`src/design/adts_aac_frame_deframer_core_assert.svh`:
```
// Assertion macros shared by the deframer RTL.
// ADTS_DFR_ASSERT_IMP: same-cycle implication, ADTS_DFR_ASSERT_NXT: next-cycle implication.
// Both sample on clk and are held off while rst_n is low.
`ifndef ADTS_AAC_FRAME_DEFRAMER_CORE_ASSERT_SVH
`define ADTS_AAC_FRAME_DEFRAMER_CORE_ASSERT_SVH

`ifndef SYNTHESIS
`define ADTS_DFR_ASSERT_IMP(lbl, ante, cons) \
  lbl: assert property (@(posedge clk) disable iff (!rst_n) (ante) |-> (cons)) \
    else $error("adts deframer assertion failed");
`define ADTS_DFR_ASSERT_NXT(lbl, ante, cons) \
  lbl: assert property (@(posedge clk) disable iff (!rst_n) (ante) |=> (cons)) \
    else $error("adts deframer assertion failed");
`else
`define ADTS_DFR_ASSERT_IMP(lbl, ante, cons)
`define ADTS_DFR_ASSERT_NXT(lbl, ante, cons)
`endif

`endif

```
`src/design/adts_dfr_pkg.sv`:
```
package adts_dfr_pkg;

  // Field and datapath widths
  localparam int RATE_W = 17;
  localparam int PTS_W  = 33;
  localparam int TIME_W = 63;
  localparam int IDX_W  = 16;
  localparam int TICK_W = 27;
  localparam int DVD_W  = TICK_W + IDX_W;
  localparam int DTS_W  = DVD_W + 1;

  // 90 kHz ticks in one 1024-sample frame, times the sample rate
  localparam logic [TICK_W-1:0] TICKS_PER_FRAME = TICK_W'(92160000);
  localparam logic [RATE_W-1:0] RATE_RESET      = RATE_W'(48000);

  typedef enum logic [1:0] {
    KIND_BYTE,
    KIND_END,
    KIND_ERR
  } kind_t;

  typedef enum logic [1:0] {
    FAULT_NONE,
    FAULT_HDR,
    FAULT_LEN,
    FAULT_TRUNC
  } fault_t;

  typedef struct packed {
    logic [7:0]       data_byte;
    logic             pes_start;
    logic             pes_end;
    logic [PTS_W-1:0] pes_pts;
  } in_item_t;

  typedef struct packed {
    kind_t             kind;
    logic [7:0]        payload;
    logic              frame_first;
    logic              frame_last;
    logic [TIME_W-1:0] frame_time;
    fault_t            fault;
  } out_item_t;

  typedef struct packed {
    logic busy;
    logic done;
  } div_stat_t;

endpackage

```
`src/design/adts_dfr_div.sv`:
```
module adts_dfr_div #(
  parameter int DVD_W = adts_dfr_pkg::DVD_W,
  parameter int DVS_W = adts_dfr_pkg::RATE_W
) (
  input  logic                    clk,
  input  logic                    rst_n,
  input  logic                    start,
  input  logic [DVD_W-1:0]        dividend,
  input  logic [DVS_W-1:0]        divisor,
  output adts_dfr_pkg::div_stat_t stat,
  output logic [DVD_W-1:0]        quotient
);
  import adts_dfr_pkg::*;

  localparam int CNT_W = $clog2(DVD_W);

  logic [DVD_W-1:0] dq_r;
  logic [DVS_W-1:0] rem_r;
  logic [DVS_W-1:0] dvs_r;
  logic [CNT_W-1:0] cnt_r;
  logic             busy_r;
  logic             done_r;

  logic [DVS_W:0]   trial;
  logic [DVS_W:0]   diff;
  logic             ge;

  // One restoring step: bring down the next dividend bit, subtract if it fits
  always_comb begin
    trial = {rem_r, dq_r[DVD_W-1]};
    diff  = trial - {1'b0, dvs_r};
    ge    = (trial >= {1'b0, dvs_r});
  end

  always_ff @(posedge clk) begin
    if (!rst_n) begin
      busy_r <= 1'b0;
      done_r <= 1'b0;
      cnt_r  <= '0;
    end else begin
      done_r <= 1'b0;
      if (start) begin
        // load operands; a zero rate divides as one
        dq_r   <= dividend;
        rem_r  <= '0;
        dvs_r  <= (divisor == '0) ? DVS_W'(1) : divisor;
        cnt_r  <= CNT_W'(DVD_W - 1);
        busy_r <= 1'b1;
      end else if (busy_r) begin
        rem_r <= ge ? diff[DVS_W-1:0] : trial[DVS_W-1:0];
        dq_r  <= {dq_r[DVD_W-2:0], ge};
        cnt_r <= cnt_r - CNT_W'(1);
        if (cnt_r == '0) begin
          busy_r <= 1'b0;
          done_r <= 1'b1;
        end
      end
    end
  end

  assign stat.busy = busy_r;
  assign stat.done = done_r;
  assign quotient  = dq_r;

endmodule

```
`src/design/adts_aac_frame_deframer_core.sv`:
```
// A payload byte or error result is registered into out_* when it is free, else held in S_PUSH.
// A frame-closing byte goes through S_MUL, S_DIV, S_SUM and S_PUSH; in_ready is low meanwhile.
// Throughput: one byte per cycle while out_* is free, except that each frame-closing byte waits
// for the 43-step restoring divider that computes the frame time offset.
// Reset (rst_n low, synchronous): clears parser, timestamp unwrap state and output valid;
// the rate register returns to 48000.
`include "adts_aac_frame_deframer_core_assert.svh"

module adts_aac_frame_deframer_core (
  input  logic                    clk,
  input  logic                    rst_n,
  input  logic                    in_valid,
  output logic                    in_ready,
  input  adts_dfr_pkg::in_item_t  in_data,
  output logic                    out_valid,
  input  logic                    out_ready,
  output adts_dfr_pkg::out_item_t out_data,
  input  logic                    psel,
  input  logic                    penable,
  input  logic                    pwrite,
  input  logic [2:0]              paddr,
  input  logic [31:0]             pwdata,
  output logic [31:0]             prdata,
  output logic                    pready
);
  import adts_dfr_pkg::*;

  // Register index and header byte positions
  localparam logic       REG_RATE    = 1'b0;
  localparam logic [3:0] HDR_SYNC    = 4'd0;
  localparam logic [3:0] HDR_PROT    = 4'd1;
  localparam logic [3:0] HDR_LEN_HI  = 4'd3;
  localparam logic [3:0] HDR_LEN_MID = 4'd4;
  localparam logic [3:0] HDR_LEN_LO  = 4'd5;
  localparam logic [3:0] HDR_BASE    = 4'd7;
  localparam logic [3:0] HDR_CRC     = 4'd9;

  typedef enum logic [2:0] {
    S_IDLE,
    S_MUL,
    S_DIV,
    S_SUM,
    S_PUSH
  } state_t;

  state_t            state_r, state_nxt;
  logic [RATE_W-1:0] rate_r;
  logic [3:0]        hc_r, hc_nxt;
  logic              crc_r, crc_nxt;
  logic [12:0]       len_r, len_nxt;
  logic [12:0]       left_r, left_nxt;
  logic              inpay_r, inpay_nxt;
  logic              drop_r, drop_nxt;
  logic [IDX_W-1:0]  fidx_r, fidx_nxt;
  logic [PTS_W-1:0]  pts_r, pts_nxt;
  logic              synced_r, synced_nxt;
  logic [PTS_W-1:0]  last_r, last_nxt;
  logic [TIME_W-1:0] run_r, run_nxt;
  logic [DTS_W-1:0]  dts_r, dts_nxt;
  out_item_t         pend_r, pend_nxt;
  out_item_t         out_r, out_nxt;
  logic              out_valid_r, out_valid_nxt;

  // Per-byte parse results
  logic [3:0]        st_hc;
  logic              st_crc;
  logic [12:0]       st_len;
  logic [12:0]       st_left;
  logic              st_inpay;
  logic              st_drop;
  logic [IDX_W-1:0]  st_fidx;
  logic [PTS_W-1:0]  st_pts;
  out_item_t         res;
  logic              res_vld;
  logic              res_close;

  logic              div_start;
  div_stat_t         div_st;
  logic [DVD_W-1:0]  div_q;
  logic [DVD_W-1:0]  frame_ticks;

  // Shared divider for the per-frame time offset
  adts_dfr_div #(
    .DVD_W(DVD_W),
    .DVS_W(RATE_W)
  ) u_div (
    .clk      (clk),
    .rst_n    (rst_n),
    .start    (div_start),
    .dividend (frame_ticks),
    .divisor  (rate_r),
    .stat     (div_st),
    .quotient (div_q)
  );

  assign frame_ticks = DVD_W'(TICKS_PER_FRAME) * DVD_W'(fidx_r);

  // Parse one byte: header field capture, length checks, payload marks
  always_comb begin
    logic [3:0]  hc_inc;
    logic [3:0]  hl;
    logic [12:0] left_dec;
    st_hc     = hc_r;
    st_crc    = crc_r;
    st_len    = len_r;
    st_left   = left_r;
    st_inpay  = inpay_r;
    st_drop   = drop_r;
    st_fidx   = fidx_r;
    st_pts    = pts_r;
    res       = '0;
    res_vld   = 1'b0;
    res_close = 1'b0;
    hc_inc    = '0;
    left_dec  = '0;

    if (in_data.pes_start) begin
      st_hc    = '0;
      st_inpay = 1'b0;
      st_drop  = 1'b0;
      st_left  = '0;
      st_fidx  = '0;
      st_pts   = in_data.pes_pts;
    end

    hl = st_crc ? HDR_CRC : HDR_BASE;

    if (!st_drop) begin
      if (!st_inpay) begin
        case (st_hc)
          HDR_SYNC: begin
            st_crc = 1'b0;
            st_len = '0;
          end
          HDR_PROT:    st_crc = ~in_data.data_byte[0];
          HDR_LEN_HI:  st_len = {in_data.data_byte[1:0], st_len[10:0]};
          HDR_LEN_MID: st_len = {st_len[12:11], in_data.data_byte, st_len[2:0]};
          HDR_LEN_LO:  st_len = {st_len[12:3], in_data.data_byte[7:5]};
          default: ;
        endcase
        hc_inc = st_hc + 4'd1;
        hl     = st_crc ? HDR_CRC : HDR_BASE;
        if (hc_inc >= hl) begin
          st_hc = '0;
          if (st_len < {9'd0, hl}) begin
            // drop: length shorter than its own header
            res.kind  = KIND_ERR;
            res.fault = FAULT_LEN;
            res_vld   = 1'b1;
            st_drop   = 1'b1;
          end else if (st_len == {9'd0, hl}) begin
            res.kind       = KIND_END;
            res.frame_last = 1'b1;
            res_vld        = 1'b1;
            res_close      = 1'b1;
          end else begin
            st_left  = st_len - {9'd0, hl};
            st_inpay = 1'b1;
            if (in_data.pes_end) begin
              res.kind  = KIND_ERR;
              res.fault = FAULT_TRUNC;
              res_vld   = 1'b1;
              st_drop   = 1'b1;
            end
          end
        end else begin
          st_hc = hc_inc;
          if (in_data.pes_end) begin
            res.kind  = KIND_ERR;
            res.fault = FAULT_HDR;
            res_vld   = 1'b1;
            st_drop   = 1'b1;
          end
        end
      end else begin
        // pass a payload byte, mark first and last
        res.kind        = KIND_BYTE;
        res.payload     = in_data.data_byte;
        res.frame_first = (st_len >= {9'd0, hl}) && (st_left == st_len - {9'd0, hl});
        res_vld         = 1'b1;
        left_dec        = st_left - 13'd1;
        st_left         = left_dec;
        if (left_dec == '0) begin
          res.frame_last = 1'b1;
          res_close      = 1'b1;
          st_inpay       = 1'b0;
          st_hc          = '0;
        end else if (in_data.pes_end) begin
          res.fault = FAULT_TRUNC;
          st_drop   = 1'b1;
        end
      end
      if (in_data.pes_end) begin
        st_drop  = 1'b1;
        st_hc    = '0;
        st_inpay = 1'b0;
      end
    end
  end

  // Sequencer: accept, divide, unwrap, deliver
  always_comb begin
    logic [PTS_W-1:0] delta;
    logic [TIME_W:0]  sum;
    logic             out_free;
    state_nxt     = state_r;
    hc_nxt        = hc_r;
    crc_nxt       = crc_r;
    len_nxt       = len_r;
    left_nxt      = left_r;
    inpay_nxt     = inpay_r;
    drop_nxt      = drop_r;
    fidx_nxt      = fidx_r;
    pts_nxt       = pts_r;
    synced_nxt    = synced_r;
    last_nxt      = last_r;
    run_nxt       = run_r;
    dts_nxt       = dts_r;
    pend_nxt      = pend_r;
    out_nxt       = out_r;
    out_valid_nxt = out_valid_r && !out_ready;
    out_free      = !out_valid_r || out_ready;
    div_start     = 1'b0;
    delta         = dts_r[PTS_W-1:0] - last_r;
    sum           = {1'b0, run_r} + (TIME_W + 1)'(delta);

    unique case (state_r)
      S_IDLE: begin
        if (in_valid) begin
          hc_nxt    = st_hc;
          crc_nxt   = st_crc;
          len_nxt   = st_len;
          left_nxt  = st_left;
          inpay_nxt = st_inpay;
          drop_nxt  = st_drop;
          fidx_nxt  = st_fidx;
          pts_nxt   = st_pts;
          if (res_close) begin
            pend_nxt  = res;
            state_nxt = S_MUL;
          end else if (res_vld) begin
            if (out_free) begin
              out_nxt       = res;
              out_valid_nxt = 1'b1;
            end else begin
              pend_nxt  = res;
              state_nxt = S_PUSH;
            end
          end
        end
      end
      S_MUL: begin
        div_start = 1'b1;
        state_nxt = S_DIV;
      end
      S_DIV: begin
        if (div_st.done) begin
          dts_nxt   = DTS_W'(pts_r) + DTS_W'(div_q);
          state_nxt = S_SUM;
        end
      end
      S_SUM: begin
        // unwrap over 33 bits and saturate the running time
        if (synced_r) begin
          run_nxt = sum[TIME_W] ? {TIME_W{1'b1}} : sum[TIME_W-1:0];
        end else begin
          run_nxt    = TIME_W'(dts_r);
          synced_nxt = 1'b1;
        end
        last_nxt            = dts_r[PTS_W-1:0];
        fidx_nxt            = fidx_r + IDX_W'(1);
        pend_nxt.frame_time = run_nxt;
        state_nxt           = S_PUSH;
      end
      S_PUSH: begin
        if (out_free) begin
          out_nxt       = pend_r;
          out_valid_nxt = 1'b1;
          state_nxt     = S_IDLE;
        end
      end
      default: state_nxt = S_IDLE;
    endcase
  end

  always_ff @(posedge clk) begin
    if (!rst_n) begin
      state_r     <= S_IDLE;
      hc_r        <= '0;
      crc_r       <= 1'b0;
      len_r       <= '0;
      left_r      <= '0;
      inpay_r     <= 1'b0;
      drop_r      <= 1'b0;
      fidx_r      <= '0;
      pts_r       <= '0;
      synced_r    <= 1'b0;
      last_r      <= '0;
      run_r       <= '0;
      out_valid_r <= 1'b0;
    end else begin
      state_r     <= state_nxt;
      hc_r        <= hc_nxt;
      crc_r       <= crc_nxt;
      len_r       <= len_nxt;
      left_r      <= left_nxt;
      inpay_r     <= inpay_nxt;
      drop_r      <= drop_nxt;
      fidx_r      <= fidx_nxt;
      pts_r       <= pts_nxt;
      synced_r    <= synced_nxt;
      last_r      <= last_nxt;
      run_r       <= run_nxt;
      out_valid_r <= out_valid_nxt;
      out_r       <= out_nxt;
      pend_r      <= pend_nxt;
      dts_r       <= dts_nxt;
    end
  end

  // Configuration register write
  always_ff @(posedge clk) begin
    if (!rst_n) begin
      rate_r <= RATE_RESET;
    end else if (psel && penable && pwrite && pready && (paddr[2] == REG_RATE)) begin
      rate_r <= pwdata[RATE_W-1:0];
    end
  end

  assign prdata    = (paddr[2] == REG_RATE) ? 32'(rate_r) : 32'd0;
  assign pready    = 1'b1;
  assign in_ready  = (state_r == S_IDLE);
  assign out_valid = out_valid_r;
  assign out_data  = out_r;

  `ADTS_DFR_ASSERT_IMP(a_ready_div_idle, in_ready, !div_st.busy)
  `ADTS_DFR_ASSERT_IMP(a_done_in_div, div_st.done, state_r == S_DIV)
  `ADTS_DFR_ASSERT_NXT(a_mul_starts_div, state_r == S_MUL, div_st.busy)
  `ADTS_DFR_ASSERT_IMP(a_drop_not_payload, drop_r, !inpay_r)
  `ADTS_DFR_ASSERT_IMP(a_err_has_fault, out_valid_r && out_r.kind == KIND_ERR,
                       !out_r.frame_last && out_r.fault != FAULT_NONE)

endmodule

```
`config.mk`:
```
export PLATFORM = sky130hd
export DESIGN_NAME = adts_aac_frame_deframer_core
export DESIGN_NICKNAME = d
export VERILOG_FILES = /design/src/design/adts_dfr_pkg.sv /design/src/design/adts_dfr_div.sv /design/src/design/adts_aac_frame_deframer_core.sv
export VERILOG_INCLUDE_DIRS = /design/src /design/src/design
export SDC_FILE = /design/constraint.sdc
export NUM_CORES = 1
export LEC_CHECK = 0
export BUFFER_PORTS_ARGS = -buffer_cell sky130_fd_sc_hd__buf_2
export CELL_PAD_IN_SITES_DETAIL_PLACEMENT = 0
export CELL_PAD_IN_SITES_GLOBAL_PLACEMENT = 1
export CORE_MARGIN = 10
export CORE_UTILIZATION = 30
export DETAILED_ROUTE_END_ITERATION = 6
export PLACE_DENSITY_LB_ADDON = 0.15
export SYNTH_ARGS = -nofsm -noshare
export SYNTH_HDL_FRONTEND = slang
export SYNTH_SLANG_ARGS = --single-unit
```
`constraint.sdc`:
```
create_clock -name clk -period 8.65 [get_ports clk]
set_input_delay 0.865 -clock clk [delete_from_list [all_inputs] [get_ports clk]]
set_output_delay 0.865 -clock clk [all_outputs]
set_load 0.005 [all_outputs]
```
After elaboration in Yosys (flattened, before gate mapping)
Cells that the tools add are included. W data, S select, Z words.

Register bits after elaboration: 483. Bits in latches: 0. RAM bits: 0. ROM bits: 0. Input port bits: 85. Output and inout port bits: 112. Logic and storage cells: 207. Memories: 0.

Add/subtract/negate cells: 10. Multiply operators: 1. Divide/modulo/power cells: 0. Order comparisons: 4. Equal/unequal tests: 20. Shifts and indexed selects: 0. Mux-type cells: 101. Bitwise logic cells: 6. Reduce and logical (&&, ||, !) cells: 30.

Operator list (number): $mux W77 (8); $pmux W77 S2 (1); $mux W63 (2); $pmux W63 S2 (1); $mux W13 (8); $mux W43 (2); $mux W65 (1); $add A63 B33 Y64 (1); $pmux W13 S4 (1); $mux W17 (3); $add A33 B43 Y44 (1); $mux W1 (38); $sub A33 B33 Y33 (1); $mux W16 (2); $mux W4 (8); $pmux W16 S2 (1); $mul A13 B16 Y29 const A (1); $sub A13 B4 Y13 (2); $mux W2 (12); $ge A18 B17 Y1 (1); $mux W3 (6); $logic_not A17 Y1 (1); $sub A17 B17 Y17 (1); $add A16 B1 Y16 const B (1); other kinds (39) (68).

Logic depth before layout (Yosys ltp)
Depth after elaboration: 17. Mapped depth: 24. Mapped depth without buffers: 22.

Cells and area by module
A second synthesis with hierarchy kept.

Cell total of the unflattened synthesis: 3356. Area total of the unflattened synthesis: 31903.1 µm².

Modules (own cells, without submodules): adts_aac_frame_deframer_core (times used 1, cells each 2984, area each 27326.2 µm², sequential area each 9949.5 µm²); adts_dfr_div (times used 1, cells each 372, area each 4576.9 µm², sequential area each 2472.4 µm²).

Worst setup path after synthesis
Ideal clock, no wire load.

Path type: in2reg. From: input in_data[34] in the netlist's numbering. To: register out_r (netlist bit out_data[0]) (enable). Library setup time: 554 ps. Arrival time: 8306 ps. Required time: 8096 ps. Path slack: -211 ps. Stages: 17. Path buffers: 2. Cell sequence: buf_2 nor2b_1 inv_1 ha_1 or3b_1 a21oi_1 o21ai_1 clkbuf_1 a22o_1 ha_1 and3_1 a211oi_2 o211ai_2 o211a_1 nor2b_1 a31oi_1 nor4b_2.

Cells in the longest elaborated chain, start to end: 14. Elaborated cells on any way between the ends: 36. Those cells by class: add/sub: 2; order compare: 2; eq/ne: 7; mux: 22; reduce/logical: 3.

Ends and longest elaborated chain: start: declaration (line adts_aac_frame_deframer_core.sv:14) `input adts_dfr_pkg::in_item_t in_data,`; branches (longest 13 deep; another with $lt A13 B4 Y1); $reduce_and A7 Y1 (no source line) (*); end signal: assignment (line adts_aac_frame_deframer_core.sv:315) `out_r <= out_nxt;`; end: declaration (line adts_aac_frame_deframer_core.sv:61) `out_item_t out_r, out_nxt;`.

Mark *: on every way between the ends. The select of a mux whose other input is x is not followed. A chain may end at the register's enable or synchronous reset.

==> metrics.cfg <==
[outcome]
outcome=finished, final reports clean

[clock_tree]
cts_root_buf=clkbuf_16
clk_pin_slew_ns=0.06
cts_resized=0
cts_setup_buffers=0
htreeDepth=2
holdBufCountCts=0
tritoncts=done
clockBufferDepth=3
cts_buffers=59
clk_latency_ns=0.66
clock_sinks=483

[logic_synthesis]
synthCells=3528
synth_edf_count=275
ys_ff_latch=483
syn-cell-area_mm2=0.0326
yosysWarnings=0
synth_top_family_by_area=compound AO/OA/AOI/OAI gates
synth_fa_ha_area_frac=0.151
synth-async-reset-ratio=0
synthSimpleGateAreaFrac=0.173
yosysSeqAreaShare=0.382
syn_avg_cell_area_um2=9.23
synth_xor_area_frac=0.0484
synth.distinct_cells=109
synth_compound_area_frac=0.173
post_synth_mux_area_share=0.00968
synthFlopType=edfxtp_1

[final_layout]
postLayoutCoreUtil=0.341
final_cell_mix=376 x nand2_1, 323 x inv_1, 275 x edfxtp_1, 270 x a21oi_1, 234 x ha_1
final_common_cell=nand2_1
n_antenna_cell=0
instances_no_fill=5052
drive_above_1_share=0.0998
syn_to_final_growth_pct=12.4
nets=4016

[global_routing]
gr-usage-met1=0.216
grt_pass1_vias=24400
grt_busiest_layer=met2
grt_pass1_wl_um=145000
grt_use_total=0.147
grt_max_degree=78
use_met3=0.0257
antenna_found_initial=1
use_met2=0.220
overflow=0

[floorplan]
die_w_um=349
core_mm2=0.107
dieArea_mm2=0.122
initial_core_util=0.303
io-pin-count=197
die_y_um=349
rows=120

[timing]
tightest_slew_ns=1.15
slew_violations=0
worst_slack_ns=2.54
tns_ns=0
hold_violations=0
max_freq_mhz=164
setup_viol=0
final.min_clock_period_ns=6.11
fin_crit_sh=0.706
fin_skew_ns=0.0289
slew_headroom=0.236
rsz0062_at_grt=false

[placed_design]
hpwlAfterDp_um=67600
preCtsSetupSlack_ns=2.33
dp.cells=4940
io_buffers=163
routabilityCongestion=0.807

[min_path]
holdCritStartpoint=pwdata[9]
hold_class=input port to flop

[setup_path]
arrival_ns=6.49
rrSetupSlack_ns=2.54
reg2regPathDepth=21
crit_path_start=dts_r[0]
r2r-end=pend_r[11]
crit_fanout=14
critPathCaptureType=flop
required_ns=9.03
r2r-start=dts_r[0]
critPathLaunchType=flop
crit_type=flop to flop
crit_path_end=pend_r[11]

[power_and_ir_drop]
power_leakage_nw=15.0
ir_drop_v=0.000158
p_per_area_mw_per_mm2=142

[route]
drc=0
drt_iter0_markers=1334
routed_via_density=4.92
dr.pass1.iters=5
postRouteWirelength_um=91600
ant_nets=0
vias=24800
routedWlPerCell_um=18.1

[flow_run]
drv_cap=0

-- power breakdown --
group / leakage [nW] / switching (mW) / internal, mW
combinational: 9.81 / 0.162 / 0.0934
clock: 0.937 / 1.05 / 1.45
sequential: 4.27 / 0.0225 / 2.44
-- worst min-delay path by stage --
stage	endpoint	slack (ns)	depth (start not counted)
3_5_place_dp	last_r[18]	0.45	2
5_1_grt	rate_r[11]	0.40	3
6_report	rate_r[9]	0.44	3
4_1_cts	rate_r[9]	0.38	3
3_3_place_gp	last_r[22]	0.44	2
2_1_floorplan	last_r[10]	0.44	2
-- kinds of logic (layout without fill, tap and decap cells) --
| group | Yosys count | count (layout) |
|---|---|---|
| AND/OR/NAND/NOR | 1132 | 1132 |
| buffers and inverters | 518 | 625 |
| multiplexers | 30 | 30 |
| adder cells (fa/ha/maj) | 333 | 333 |
| flip-flops | 483 | 483 |
| XOR/XNOR | 180 | 180 |
| AO/OA/AOI/OAI | 850 | 850 |
| other | 2 | 16 |
-- layer usage --
metal,wire length [µm],up-vias,share of wire
met3,4200,106,0.046
li1,-,12700,-
met5,0,-,0
met4,1670,0,0.018
met2,38500,410,0.42
met1,47300,11700,0.52
-- area by class of cell --
class                   instances  area (µm²)
inverters                     326        1230
flip-flops and latches        483       12400
clock buffers                  74        1580
well taps                    1403        1760
clock inverters                38         345
multi-input cells            2541       18200
repair buffers                187        1010
fillers                     11200       70800
-- worst max-delay path, cell delays in order (launching register included) --
cell	delay, ns
edfxtp_1	0.39
inv_1	0.06
ha_1	0.21
fa_1	0.40
nor2b_1	0.18
o31a_1	0.19
o22ai_1	0.13
o21a_1	0.25
o21ai_1	0.30
a21o_1	0.26
o21ai_0	0.11
a22oi_1	0.26
ha_1	0.36
a21o_1	0.26
a21o_1	0.19
a221o_1	0.33
a21oi_1	0.29
a21boi_1	0.25
o311ai_4	0.28
nand2_1	0.47
o221ai_1	0.59
inv_1	0.08
-- registers in the layout, summed over array words and instances, names as in the netlist, 3 cells and up --
signal	cells
dts_r	44
fidx_r	16
hc_r	4
last_r	33
left_r	13
len_r	13
out_data	77
pend_r	77
pts_r	33
rate_r	17
run_r	63
state_r	3
u_div.cnt_r	6
u_div.dvs_r	17
u_div.quotient	43
u_div.rem_r	17
-- synthesized netlist by cell type (69+ instances only) --
master    number  share of area
nand2_1      377          0.043
inv_1        323          0.037
edfxtp_1     275           0.25
a21oi_1      271          0.042
ha_1         234          0.090
dfxtp_1      208           0.13
nor2_1       204          0.024
clkbuf_1     147          0.017
o21ai_0      144          0.022
xnor2_1      111          0.030
fa_1          99          0.061
and3_1        97          0.019
nand3_1       82          0.013
xor2_1        69          0.019
-- metrics by stage --
stage	hold slack, ns	total power, mW	area [µm²]
2_1_floorplan	0.436	2.68	32600
3_3_place_gp	0.443	2.77	34700
3_5_place_dp	0.447	2.77	34700
4_1_cts	0.384	5.32	36600
5_1_grt	0.403	5.43	36600
6_report	0.441	5.21	36600
(Power assumes the default switching activity.)
